`src/rtl/cdsc_pkg.sv`:
```
package cdsc_pkg;

    localparam int MAX_SLOTS_DEF = 255;

    localparam logic [7:0] CH_OPEN  = 8'h28; // (
    localparam logic [7:0] CH_CLOSE = 8'h29; // )
    localparam logic [7:0] CH_SEMI  = 8'h3B; // ;
    localparam logic [7:0] CH_ARRAY = 8'h5B; // [
    localparam logic [7:0] CH_V     = 8'h56;
    localparam logic [7:0] CH_R     = 8'h52;
    localparam logic [7:0] CH_L     = 8'h4C;
    localparam logic [7:0] CH_D     = 8'h44;
    localparam logic [7:0] CH_H     = 8'h48;
    localparam logic [7:0] CH_B     = 8'h42;
    localparam logic [7:0] CH_S     = 8'h53;
    localparam logic [7:0] CH_I     = 8'h49;
    localparam logic [7:0] CH_C     = 8'h43;
    localparam logic [7:0] CH_Z     = 8'h5A;
    localparam logic [7:0] CH_F     = 8'h46;

    typedef enum logic [2:0] {
        PH_OPEN,
        PH_ARGS,
        PH_OBJ,
        PH_ARR,
        PH_RET,
        PH_DONE
    } t_phase;

    typedef enum logic [2:0] {
        ST_OK,
        ST_NO_OPEN,
        ST_BAD_ARG,
        ST_OPEN_OBJ,
        ST_NO_CLOSE,
        ST_BAD_RET
    } t_status;

    typedef struct packed {
        t_phase     phase;
        logic [1:0] ret_slots;
        t_status    err;
    } t_ctl;

    localparam t_ctl CTL_RESET = '{phase: PH_OPEN, ret_slots: 2'd0, err: ST_OK};

    function automatic logic is_one_slot(input logic [7:0] c);
        return (c == CH_B) || (c == CH_S) || (c == CH_I) ||
               (c == CH_C) || (c == CH_Z) || (c == CH_F);
    endfunction

    function automatic logic is_two_slot_ret(input logic [7:0] c);
        return (c == CH_R) || (c == CH_ARRAY) || (c == CH_H) ||
               (c == CH_L) || (c == CH_D);
    endfunction

endpackage

```
`src/rtl/cdsc_step.sv`:
```
module cdsc_step #(
    parameter int MAX_SLOTS = cdsc_pkg::MAX_SLOTS_DEF,
    parameter int SLOT_W    = $clog2(MAX_SLOTS + 1)
) (
    input  cdsc_pkg::t_ctl    i_ctl,
    input  logic [SLOT_W-1:0] i_slots,
    input  logic [7:0]        i_ch,
    input  logic              i_last,
    output cdsc_pkg::t_ctl    o_ctl,
    output logic [SLOT_W-1:0] o_slots,
    output logic [7:0]        o_pops,
    output logic [1:0]        o_pushes,
    output logic [2:0]        o_status
);

    localparam logic [SLOT_W:0] SAT = (SLOT_W + 1)'(MAX_SLOTS);

    cdsc_pkg::t_ctl    n_ctl;
    logic [SLOT_W-1:0] n_slots;
    logic              add_one;
    logic              add_two;
    logic [SLOT_W:0]   sum;
    cdsc_pkg::t_status st;

    always_comb begin
        n_ctl   = i_ctl;
        add_one = 1'b0;
        add_two = 1'b0;
        if (i_ctl.err == cdsc_pkg::ST_OK) begin
            unique case (i_ctl.phase)
                cdsc_pkg::PH_OPEN: begin
                    if (i_ch == cdsc_pkg::CH_OPEN) n_ctl.phase = cdsc_pkg::PH_ARGS;
                    else                           n_ctl.err   = cdsc_pkg::ST_NO_OPEN;
                end
                cdsc_pkg::PH_ARGS: begin
                    if (i_ch == cdsc_pkg::CH_CLOSE) begin
                        n_ctl.phase = cdsc_pkg::PH_RET;
                    end else if (cdsc_pkg::is_one_slot(i_ch)) begin
                        add_one = 1'b1;
                    end else if (i_ch == cdsc_pkg::CH_L || i_ch == cdsc_pkg::CH_D) begin
                        add_two = 1'b1;
                    end else if (i_ch == cdsc_pkg::CH_R) begin
                        add_two     = 1'b1;
                        n_ctl.phase = cdsc_pkg::PH_OBJ;
                    end else if (i_ch == cdsc_pkg::CH_ARRAY) begin
                        n_ctl.phase = cdsc_pkg::PH_ARR;
                    end else begin
                        n_ctl.err = cdsc_pkg::ST_BAD_ARG;
                    end
                end
                cdsc_pkg::PH_OBJ: begin
                    if (i_ch == cdsc_pkg::CH_SEMI) n_ctl.phase = cdsc_pkg::PH_ARGS;
                end
                cdsc_pkg::PH_ARR: begin
                    if (i_ch == cdsc_pkg::CH_R) begin
                        add_two     = 1'b1;
                        n_ctl.phase = cdsc_pkg::PH_OBJ;
                    end else if (i_ch != cdsc_pkg::CH_ARRAY) begin
                        add_two     = 1'b1;
                        n_ctl.phase = cdsc_pkg::PH_ARGS;
                    end
                end
                cdsc_pkg::PH_RET: begin
                    if (i_ch == cdsc_pkg::CH_V) begin
                        n_ctl.ret_slots = 2'd0;
                        n_ctl.phase     = cdsc_pkg::PH_DONE;
                    end else if (cdsc_pkg::is_one_slot(i_ch)) begin
                        n_ctl.ret_slots = 2'd1;
                        n_ctl.phase     = cdsc_pkg::PH_DONE;
                    end else if (cdsc_pkg::is_two_slot_ret(i_ch)) begin
                        n_ctl.ret_slots = 2'd2;
                        n_ctl.phase     = cdsc_pkg::PH_DONE;
                    end else begin
                        n_ctl.err = cdsc_pkg::ST_BAD_RET;
                    end
                end
                default: ;
            endcase
        end
    end

    always_comb begin
        sum = {1'b0, i_slots} + {{SLOT_W{1'b0}}, 1'b0} + (SLOT_W + 1)'({add_two, add_one});
        if (sum > SAT) n_slots = SAT[SLOT_W-1:0];
        else           n_slots = sum[SLOT_W-1:0];
    end

    always_comb begin
        st = n_ctl.err;
        if (st == cdsc_pkg::ST_OK) begin
            unique case (n_ctl.phase)
                cdsc_pkg::PH_ARGS, cdsc_pkg::PH_ARR: st = cdsc_pkg::ST_NO_CLOSE;
                cdsc_pkg::PH_OBJ:                    st = cdsc_pkg::ST_OPEN_OBJ;
                cdsc_pkg::PH_RET:                    st = cdsc_pkg::ST_BAD_RET;
                cdsc_pkg::PH_OPEN:                   st = cdsc_pkg::ST_NO_OPEN;
                default:                             st = cdsc_pkg::ST_OK;
            endcase
        end
        o_status = st;
        if (st == cdsc_pkg::ST_OK) begin
            o_pops   = 8'(n_slots);
            o_pushes = n_ctl.ret_slots;
        end else begin
            o_pops   = 8'd0;
            o_pushes = 2'd0;
        end
        if (i_last) begin
            o_ctl   = cdsc_pkg::CTL_RESET;
            o_slots = '0;
        end else begin
            o_ctl   = n_ctl;
            o_slots = n_slots;
        end
    end

endmodule

```
`src/rtl/call_descriptor_slot_counter.sv`:
```
// Streaming call descriptor parser: feed one ASCII character per transfer on the slave side,
// with tlast on the final character. Characters are taken at one per clock, but a last one
// waits while the prior result is unaccepted; the combinational phase and slot-count update
// between the input register and the state registers sets that rate. Each descriptor yields
// one master-side result, registered after its last character leaves the input register: pops
// (argument slots, saturated at MAX_SLOTS, low 8 bits), pushes (return slots) and status (0 ok,
// 1 no '(', 2 bad argument, 3 unterminated object, 4 no ')', 5 bad return). An error result
// carries zero pops and pushes. The parser returns to its reset state after each descriptor.
module call_descriptor_slot_counter #(
    parameter int MAX_SLOTS = cdsc_pkg::MAX_SLOTS_DEF
) (
    input  logic        i_clk,
    input  logic        i_rst_n,
    input  logic        i_s_tvalid,
    output logic        o_s_tready,
    input  logic [7:0]  i_s_tdata,  // [7:0] ch
    input  logic        i_s_tlast,
    output logic        o_m_tvalid,
    input  logic        i_m_tready,
    output logic [15:0] o_m_tdata   // [7:0] pops, [9:8] pushes, [12:10] status, [15:13] zero
);

    localparam int SLOT_W = $clog2(MAX_SLOTS + 1);

    logic              r_in_valid;
    logic [7:0]        r_in_ch;
    logic              r_in_last;
    cdsc_pkg::t_ctl    r_ctl;
    logic [SLOT_W-1:0] r_slots;
    logic              r_out_valid;
    logic [15:0]       r_out_data;

    cdsc_pkg::t_ctl    n_ctl;
    logic [SLOT_W-1:0] n_slots;
    logic [7:0]        pops;
    logic [1:0]        pushes;
    logic [2:0]        status;
    logic              out_free;
    logic              in_move;

    cdsc_step #(
        .MAX_SLOTS (MAX_SLOTS),
        .SLOT_W    (SLOT_W)
    ) u_step (
        .i_ctl    (r_ctl),
        .i_slots  (r_slots),
        .i_ch     (r_in_ch),
        .i_last   (r_in_last),
        .o_ctl    (n_ctl),
        .o_slots  (n_slots),
        .o_pops   (pops),
        .o_pushes (pushes),
        .o_status (status)
    );

    assign out_free   = !r_out_valid || i_m_tready;
    assign in_move    = r_in_valid && (!r_in_last || out_free);
    assign o_s_tready = !r_in_valid || in_move;
    assign o_m_tvalid = r_out_valid;
    assign o_m_tdata  = r_out_data;

    always_ff @(posedge i_clk) begin
        if (!i_rst_n) begin
            r_in_valid  <= 1'b0;
            r_ctl       <= cdsc_pkg::CTL_RESET;
            r_slots     <= '0;
            r_out_valid <= 1'b0;
        end else begin
            if (o_s_tready) r_in_valid <= i_s_tvalid;
            if (in_move) begin
                r_ctl   <= n_ctl;
                r_slots <= n_slots;
            end
            if (in_move && r_in_last) r_out_valid <= 1'b1;
            else if (i_m_tready)      r_out_valid <= 1'b0;
        end
    end

    always_ff @(posedge i_clk) begin
        if (o_s_tready && i_s_tvalid) begin
            r_in_ch   <= i_s_tdata;
            r_in_last <= i_s_tlast;
        end
        if (in_move && r_in_last) r_out_data <= {3'b000, status, pushes, pops};
    end

endmodule

```
`config.mk`:
```
export PLATFORM = sky130hd
export DESIGN_NAME = call_descriptor_slot_counter
export DESIGN_NICKNAME = d
export VERILOG_FILES = /design/src/rtl/cdsc_pkg.sv /design/src/rtl/cdsc_step.sv /design/src/rtl/call_descriptor_slot_counter.sv
export SDC_FILE = /design/constraint.sdc
export NUM_CORES = 1
export LEC_CHECK = 0
export BUFFER_PORTS_ARGS = -buffer_cell sky130_fd_sc_hd__buf_2
export CORE_ASPECT_RATIO = 1.1
export CORE_MARGIN = 2
export CORE_UTILIZATION = 58
export CTS_CLUSTER_DIAMETER = 40
export DETAILED_ROUTE_END_ITERATION = 16
export PLACE_DENSITY = 0.83
export RECOVER_POWER = 100
export SETUP_SLACK_MARGIN = 0.4
export SYNTH_ARGS = -nofsm -noshare
export SYNTH_HDL_FRONTEND = slang
export SYNTH_SLANG_ARGS = --single-unit
```
`constraint.sdc`:
```
create_clock -name i_clk -period 4.54 [get_ports i_clk]
set_clock_uncertainty 0.05 [all_clocks]
set_input_delay 0.681 -clock i_clk [delete_from_list [all_inputs] [get_ports i_clk]]
set_output_delay 0.681 -clock i_clk [all_outputs]
set_load 0.02 [all_outputs]
```
==> flow_metrics.py, run 1 <==
metrics = {
    "outcome": {
        "status": "finished, final reports clean",
    },
    "cts": {
        "cts.sinks": 40,
        "clk_path_buf_depth": 2,
        "cts_tree": "built",
        "ctsHoldBuffers": 0,
        "cts-buffers-inserted": 5,
        "cts_root_buf": "clkbuf_8",
        "clock_latency_ps": 290,
        "htreeDepth": 2,
        "clk_pin_slew_ps": 80,
    },
    "drt": {
        "route.vias.total": 2043,
        "drc_errors": 0,
        "drt_iter0_drc": 199,
        "antenna_left": 0,
        "postRouteWirelength_mm": 5.03,
        "wl_per_cell_um": 15.2,
        "vias_per_cell": 6.17,
        "drt_first_pass_iters": 5,
    },
    "synth": {
        "synth-simple-area-share": 0.276,
        "synthAdderAreaFrac": 0.0187,
        "synth_edf_count": 22,
        "syn_area_um2": 2410,
        "yosys_warnings": 0,
        "synthXorXnorAreaFrac": 0.0182,
        "ys.flop_type": "edfxtp_1",
        "syn_inst": 259,
        "synth_cell_type_count": 63,
        "ys_ff_latch": 40,
        "synth.area.mux_share": 0.00416,
        "yosysSeqAreaShare": 0.424,
        "yosysTopAreaCell": "edfxtp_1",
        "synth_top_area_share": 0.274,
        "syn_avg_cell_area_um2": 9.29,
        "async_reset_ff_frac": 0,
        "synth_compound_area_frac": 0.204,
        "synth_top_family_by_area": "simple AND/OR/NAND/NOR gates",
        "ys_top_cells_by_area": "edfxtp_1, dfxtp_1, nand3_1, a21oi_1, nor2_1",
    },
    "finish": {
        "final_core_util": 0.654,
        "most-common-layout-cells": "nor2_1, edfxtp_1, nand3_1, a21oi_1, dfxtp_1",
        "antennaDiodeCount": 0,
        "area_growth_pct": 7.69,
        "drive_gt1_frac": 0.108,
        "design_area_um2": 2590,
        "layout_commonest_cell": "nor2_1",
        "final_nets": 294,
        "layout.cells.non_filler": 331,
    },
    "global_routing": {
        "grt-ovfl-total": 0,
        "grt_max_degree": 18,
        "grt_pass1_wl_mm": 8.49,
        "track_usage": 0.232,
        "grt_pass1_vias": 1843,
        "antenna_found_initial": 0,
    },
    "floorplan": {
        "dieArea_um2": 4680,
        "die_w_um": 65.4,
        "rows": 24,
        "pin_count": 31,
        "die_y_um": 71.6,
        "start_util": 0.607,
        "core_area_um2": 3960,
    },
    "power": {
        "ir_drop_mv": 0.192,
        "p_total_uw": 693,
        "p_per_area_nw_per_um2": 267,
        "power.leakage_nw": 0.926,
    },
    "min_path": {
        "worstHoldPathCells": 2,
        "whs_endpoint": "r_in_valid$_SDFFE_PN0N_",
        "min_from": "r_in_valid$_SDFFE_PN0N_",
        "hold_class": "flop to flop",
    },
    "critical_path": {
        "arrival_ps": 3990,
        "rrSetupSlack_ps": 640,
        "end_kind": "flop",
        "worstSetupPathType": "flop to flop",
        "cp_max_fo": 16,
        "r2r-start": "r_in_ch[0]$_DFFE_PP_",
        "worstRegToRegCells": 13,
        "start_kind": "flop",
        "r2r-end": "o_m_tdata[0]$_SDFFCE_PP0P_",
        "worstPathRequired_ps": 4640,
    },
    "timing": {
        "period_share": 0.859,
        "min_period_ps": 3900,
        "fmax_mhz": 257,
        "finalHoldViolCount": 0,
        "relSlewSlack": 0.306,
        "worstMarginPinSlew_ps": 1040,
        "rsz0062_at_grt": "no",
        "finalSetupTns_ps": 0,
        "setup_viol": 0,
        "drv_slew": 0,
    },
    "job": {
        "maxCapViolCount": 0,
    },
    "place": {
        "place_inst": 322,
        "place_area_um2": 2530,
        "dp_hpwl_mm": 3.58,
        "place.gp.congestion": 0.934,
        "port_buffers": 27,
    },
}
==> registers in the layout, summed over array words and instances (netlist names) <==
signal,flops
o_m_tdata,13
r_in_last,1
r_in_ch,8
r_in_valid,1
o_m_tvalid,1
r_ctl,8
r_slots,8
==> worst max-delay path, stage by stage, from the launching register on <==
cell and delay [ps]:
edfxtp_1 580, and4bb_1 360, a2111oi_4 450, nand2_1 120, or3_1 380, a21oi_1 300, fa_1 350, nand3_1 120
nor2_1 330, nand4_1 180, buf_4 220, nand2b_1 90, nand3_1 70, nor2_1 150
==> cells by family (layout without fill, tap and decap cells) <==
group                      after synthesis  after routing
AOI/OAI and AO/OA                       65             65
xor gates and xnor gates                 5              5
adders and majority gates                3              3
buffers and inverters                   29             47
DFF                                     40             40
muxes                                    1              1
other                                    1              3
and+or+nand+nor                        115            115
==> Yosys cell counts, drive strengths merged (5+ instances only) <==
master  count
nand3      21
a31oi       7
edfxtp     22
nor3        8
nor2b      11
nand2b      5
or3         5
nand2      17
buf         9
xnor2       5
a22oi       7
clkbuf     10
a21oi      18
o21ai       7
inv         9
dfxtp      18
nor3b       5
nor2       23
==> power by group <==
part / internal (mW) / leakage, nW / switching (mW)
Sequential: 0.389 / 0.364 / 0.0137
Combinational: 0.0205 / 0.516 / 0.0350
Clock: 0.107 / 0.0460 / 0.128
Total: 0.517 / 0.926 / 0.176
==> what timing repair did <==
| item | CTS | global route |
|---|---|---|
| setup endpoints to repair | 0 | 12 |
| setup buffers | 0 | 1 |
| resized for setup | 0 | 1 |
==> worst max path at each step <==
stage | from | endpoint | cells past startpoint
2_1_floorplan | r_in_ch[3]$_DFFE_PP_ | r_slots[3]$_SDFFE_PN0P_ | 13
3_3_place_gp | r_in_ch[3]$_DFFE_PP_ | o_m_tdata[4]$_SDFFCE_PP0P_ | 12
3_5_place_dp | r_in_ch[1]$_DFFE_PP_ | o_m_tdata[4]$_SDFFCE_PP0P_ | 12
4_1_cts | r_in_ch[3]$_DFFE_PP_ | o_m_tdata[4]$_SDFFCE_PP0P_ | 12
5_1_grt | r_in_ch[0]$_DFFE_PP_ | o_m_tdata[5]$_SDFFCE_PP0P_ | 13
6_report | r_in_ch[0]$_DFFE_PP_ | o_m_tdata[0]$_SDFFCE_PP0P_ | 13
==> routing by layer <==
| metal | GRT usage | wire (um) | share of wire | vias up |
|---|---|---|---|---|
| met4 | 0.0787 | 55 | 0.011 | 0 |
| met3 | 0.0455 | 390 | 0.078 | 6 |
| met1 | 0.321 | 2200 | 0.44 | 945 |
| met5 | 0 | 0 | 0 | - |
| met2 | 0.365 | 2380 | 0.47 | 98 |
| li1 | - | - | - | 994 |
==> layout make-up <==
type | instances | area [um^2]
clock buffers | 5 | 68.8
clock inverters | 3 | 17.5
fillers | 350 | 1370
inverters | 10 | 37.5
multi-input cells | 192 | 1250
flip-flops and latches | 40 | 1020
well taps | 52 | 65.1
repair buffers | 29 | 128
==> metrics by stage <==
stage | hold slack [ps] | worst slack, ps
floorplan | 452 | 1270
global placement | 463 | 738
detailed placement | 477 | 578
CTS | 495 | 545
global route | 505 | 308
finish | 489 | 641
Power figures use the tool's default switching activity.
==> run 2, diff against run 1 <==
--- a/config.mk
+++ b/config.mk
@@ -11,6 +11,7 @@
 export CORE_UTILIZATION = 58
 export CTS_CLUSTER_DIAMETER = 40
 export DETAILED_ROUTE_END_ITERATION = 16
+export GPL_TIMING_DRIVEN = 0
 export PLACE_DENSITY = 0.83
 export RECOVER_POWER = 100
 export SETUP_SLACK_MARGIN = 0.4
==> flow_metrics.py, run 2 (synthesized netlist as in run 1, its figures left out) <==
metrics = {
    "outcome": {
        "status": "finished, final reports clean",
    },
    "timing": {
        "drv_slew": 0,
        "min_period_ps": 3900,
        "setup_viol": 0,
        "worstMarginPinSlew_ps": 955,
        "rsz0062_at_grt": "no",
        "period_share": 0.859,
        "finalHoldViolCount": 0,
        "relSlewSlack": 0.357,
        "finalSetupTns_ps": 0,
        "fmax_mhz": 256,
    },
    "cts": {
        "ctsHoldBuffers": 0,
        "cts.sinks": 40,
        "clk_path_buf_depth": 2,
        "clk_pin_slew_ps": 80,
        "postCtsSetupBuffers": 0,
        "htreeDepth": 2,
        "cts_tree": "built",
        "clock_latency_ps": 300,
        "cts_root_buf": "clkbuf_8",
        "cts_resized": 0,
        "cts-buffers-inserted": 5,
    },
    "min_path": {
        "hold_class": "flop to flop",
        "whs_endpoint": "r_in_valid$_SDFFE_PN0N_",
        "min_from": "r_in_valid$_SDFFE_PN0N_",
        "worstHoldPathCells": 2,
    },
    "global_routing": {
        "grt_pass1_wl_mm": 8.69,
        "track_usage": 0.240,
        "grt_pass1_vias": 1889,
        "antenna_found_initial": 0,
        "grt_max_degree": 15,
        "grt-ovfl-total": 0,
    },
    "critical_path": {
        "worstRegToRegCells": 14,
        "r2r-end": "o_m_tdata[4]$_SDFFCE_PP0P_",
        "arrival_ps": 4000,
        "end_kind": "flop",
        "start_kind": "flop",
        "worstSetupPathType": "flop to flop",
        "worstPathRequired_ps": 4640,
        "cp_max_fo": 10,
        "r2r-start": "r_in_ch[3]$_DFFE_PP_",
        "rrSetupSlack_ps": 640,
    },
    "floorplan": {
        "start_util": 0.607,
        "core_area_um2": 3960,
        "die_y_um": 71.6,
        "dieArea_um2": 4680,
        "rows": 24,
        "die_w_um": 65.4,
        "pin_count": 31,
    },
    "finish": {
        "final-seq-area_um2": 1020,
        "area_growth_pct": 11.4,
        "layout_commonest_cell": "clkbuf_1",
        "num-fill-cells": 345,
        "final_nets": 311,
        "multiInputGateArea_um2": 1240,
        "most-common-layout-cells": "clkbuf_1, nor2_1, edfxtp_1, nand3_1",
        "largest_reg_flops": 13,
        "antennaDiodeCount": 0,
        "drive_gt1_frac": 0.122,
    },
    "job": {
        "maxCapViolCount": 0,
    },
    "drt": {
        "wl_per_cell_um": 14.6,
        "antenna_left": 0,
        "drt_iter0_drc": 152,
        "drt_first_pass_iters": 4,
        "route.vias.total": 2045,
        "postRouteWirelength_mm": 5.07,
        "vias_per_cell": 5.88,
        "drc_errors": 0,
    },
    "place": {
        "dp_hpwl_mm": 3.76,
        "port_buffers": 27,
        "place.gp.congestion": 0.825,
    },
    "power": {
        "power.leakage_nw": 0.974,
        "ir_drop_mv": 0.236,
        "p_per_area_nw_per_um2": 283,
        "p_total_uw": 760,
    },
}
[run 2: per-layer routing]
layer / track usage / routed length (um) / vias to the layer above
li1: - / - / 1031
met1: 0.326 / 2310 / 939
met2: 0.392 / 2410 / 69
met3: 0.0440 / 285 / 6
met4: 0.0718 / 58 / 0
met5: 0 / 0 / -
[run 2: final cells by class]
type / count / share of cell area
inverter: 10 / 0.0140
multi-input combinational: 192 / 0.462
sequential: 40 / 0.381
clock buffer: 5 / 0.0257
tap: 52 / 0.0243
clock inverter: 3 / 0.0173
buffer: 19 / 0.0326
timing repair buffer: 27 / 0.0434
[run 2: worst max-delay path by stage]
| stage | from | to | slack (ps) |
|---|---|---|---|
| final | r_in_ch[3]$_DFFE_PP_ | o_m_tdata[4]$_SDFFCE_PP0P_ | 640 |
| after detailed placement | r_in_ch[0]$_DFFE_PP_ | o_m_tdata[4]$_SDFFCE_PP0P_ | 780 |
| after global placement | r_in_ch[0]$_DFFE_PP_ | o_m_tdata[4]$_SDFFCE_PP0P_ | 830 |
| after global routing | r_in_ch[3]$_DFFE_PP_ | r_slots[2]$_SDFFE_PN0P_ | 300 |
| after CTS | r_in_ch[0]$_DFFE_PP_ | o_m_tdata[4]$_SDFFCE_PP0P_ | 740 |
| after floorplan | r_in_ch[3]$_DFFE_PP_ | r_slots[3]$_SDFFE_PN0P_ | 1270 |
[run 2: worst max-delay path, cell delays in order, from the launching register on]
cell,delay (ps)
edfxtp_1,360
clkbuf_1,180
and4bb_1,300
a2111oi_4,500
nand2_1,120
or3_1,350
a21oi_1,290
fa_1,340
nand3_1,120
nor2_1,350
nand4_1,180
clkbuf_1,260
o21ai_0,160
nand3_1,100
nor2_1,100
[run 2: power by group]
part	internal [mW]	switching (mW)
clock	0.166	0.132
sequential	0.389	0.00698
combinational	0.0242	0.0425
total	0.578	0.181
[run 2: per-stage QoR]
| stage | cell area, um^2 | setup WS [ps] | utilization | hold slack, ps | instances |
|---|---|---|---|---|---|
| after floorplan | 2410 | 1270 | - | 452 | 261 |
| after global placement | 2620 | 827 | 0.660 | 464 | 340 |
| after detailed placement | 2620 | 777 | 0.660 | 490 | 340 |
| after CTS | 2730 | 744 | 0.689 | 504 | 348 |
| after global routing | 2680 | 303 | 0.677 | 498 | 348 |
| final | 2680 | 641 | 0.677 | 500 | 348 |
==> run 3, diff against run 2 <==
--- a/config.mk
+++ b/config.mk
@@ -7,12 +7,11 @@
 export LEC_CHECK = 0
 export BUFFER_PORTS_ARGS = -buffer_cell sky130_fd_sc_hd__buf_2
 export CORE_ASPECT_RATIO = 1.1
-export CORE_MARGIN = 2
-export CORE_UTILIZATION = 58
+export CORE_UTILIZATION = 62
 export CTS_CLUSTER_DIAMETER = 40
 export DETAILED_ROUTE_END_ITERATION = 16
 export GPL_TIMING_DRIVEN = 0
-export PLACE_DENSITY = 0.83
+export PLACE_DENSITY = 0.88
 export RECOVER_POWER = 100
 export SETUP_SLACK_MARGIN = 0.4
 export SYNTH_ARGS = -nofsm -noshare
==> constraint.sdc (replaced) <==
create_clock -name i_clk -period 4.9 [get_ports i_clk]
set_clock_uncertainty 0.05 [all_clocks]
set_input_delay 0.735 -clock i_clk [delete_from_list [all_inputs] [get_ports i_clk]]
set_output_delay 0.735 -clock i_clk [all_outputs]
set_load 0.02 [all_outputs]
==> flow_metrics.py, run 3 (synthesized netlist as in run 1, its figures left out) <==
metrics = {
    "floorplan": {
        "pin_count": 31,
        "die_w_um": 61.4,
        "start_util": 0.654,
        "dieArea_um2": 4140,
        "core_area_um2": 3680,
        "die_y_um": 67.4,
        "rows": 23,
    },
    "outcome": {
        "status": "finished, final reports clean",
    },
    "drt": {
        "wl_met3_um": 319,
        "vias_per_cell": 5.86,
        "wl_met1_mm": 2.31,
        "postRouteWirelength_mm": 5.03,
        "drc_errors": 0,
        "top_layer_used": "met4",
        "antenna_left": 0,
        "route.vias.total": 2026,
        "wl_per_cell_um": 14.5,
        "drt_iter0_drc": 143,
        "drt_first_pass_iters": 4,
        "wl_met2_mm": 2.35,
    },
    "cts": {
        "cts_resized": 0,
        "clk_path_buf_depth": 2,
        "cts.sinks": 40,
        "postCtsSetupBuffers": 0,
        "clock_latency_ps": 300,
        "cts_root_buf": "clkbuf_8",
        "htreeDepth": 2,
        "ctsHoldBuffers": 0,
        "cts-buffers-inserted": 5,
        "clk_pin_slew_ps": 80,
        "cts_tree": "built",
    },
    "critical_path": {
        "end_kind": "flop",
        "worstRegToRegCells": 14,
        "worstPathRequired_ps": 5000,
        "worstSetupPathType": "flop to flop",
        "arrival_ps": 4060,
        "cp_max_fo": 10,
        "rrSetupSlack_ps": 940,
        "start_kind": "flop",
    },
    "global_routing": {
        "grt_pass1_wl_mm": 8.33,
        "track_usage": 0.273,
        "grt_max_degree": 15,
        "grt_pass1_vias": 1816,
        "grt-ovfl-total": 0,
        "antenna_found_initial": 0,
    },
    "finish": {
        "drive_gt1_frac": 0.118,
        "most-common-layout-cells": "clkbuf_1, nor2_1, edfxtp_1, nand3_1",
        "area_growth_pct": 10.1,
        "layout_commonest_cell": "clkbuf_1",
        "final_core_util": 0.720,
        "largest_reg_flops": 13,
        "final_nets": 311,
        "antennaDiodeCount": 0,
    },
    "timing": {
        "finalHoldViolCount": 0,
        "relSlewSlack": 0.356,
        "finalSetupTns_ps": 0,
        "rsz0062_at_grt": "no",
        "drv_slew": 0,
        "setup_viol": 0,
        "layout_setup_ws_ps": 937,
        "fmax_mhz": 252,
        "worstMarginPinSlew_ps": 958,
        "period_share": 0.809,
        "min_period_ps": 3960,
    },
    "job": {
        "maxCapViolCount": 0,
    },
    "place": {
        "place.gp.congestion": 0.877,
        "place_ws_ps": 1150,
        "port_buffers": 27,
        "dp_hpwl_mm": 3.75,
    },
    "power": {
        "p_per_area_nw_per_um2": 243,
        "ir_drop_mv": 0.239,
        "power.leakage_nw": 0.961,
    },
    "min_path": {
        "worstHoldPathCells": 2,
        "hold_class": "flop to flop",
    },
}
run 3: per-stage QoR:
step | power [mW] | cells | hold slack, ps | instance area [um^2]
4_1_cts | 0.647 | 346 | 485 | 2700
6_report | 0.645 | 346 | 488 | 2650
3_3_place_gp | 0.435 | 338 | 466 | 2610
2_1_floorplan | 0.419 | 261 | 452 | 2410
3_5_place_dp | 0.437 | 338 | 473 | 2610
5_1_grt | 0.669 | 346 | 527 | 2650
run 3: path summary, 6_finish.rpt:
check	from	to
hold reg to reg	r_in_valid$_SDFFE_PN0N_	r_in_valid$_SDFFE_PN0N_
hold / removal	r_in_valid$_SDFFE_PN0N_	r_in_valid$_SDFFE_PN0N_
setup / recovery	r_ctl[5]$_SDFFE_PN0P_	o_m_tdata[4]$_SDFFCE_PP0P_
setup reg to reg	r_ctl[5]$_SDFFE_PN0P_	o_m_tdata[4]$_SDFFCE_PP0P_
run 3: metal layers:
metal	GRT usage	up-vias
li1	-	1023
met1	0.371	916
met2	0.439	81
met3	0.0556	6
met4	0.0750	0
met5	0	-
run 3: layout make-up:
class | instances | area [um^2]
Clock inverter | 3 | 17.5
Buffer | 19 | 90.1
Timing Repair Buffer | 27 | 116
Clock buffer | 5 | 68.8
Sequential cell | 40 | 1020
Inverter | 10 | 37.5
Multi-Input combinational cell | 192 | 1240
Tap cell | 50 | 62.6
Fill cell | 310 | 1030
run 3: worst max-delay path, cell delays in order (launching register included):
cell,delay (ps)
dfxtp_1,320
clkbuf_1,300
clkinv_1,230
a2111oi_4,500
nand2_1,140
or3_1,360
a21oi_1,290
fa_1,350
nand3_1,130
nor2_1,350
nand4_1,170
clkbuf_1,250
o21ai_0,160
nand3_1,110
nor2_1,100
run 3: where the power goes:
group          internal [mW]  switching, mW  leakage (nW)
clock network         0.0994          0.117        0.0460
logic                 0.0229         0.0398         0.551
registers              0.360        0.00637         0.364
total                  0.482          0.163         0.961
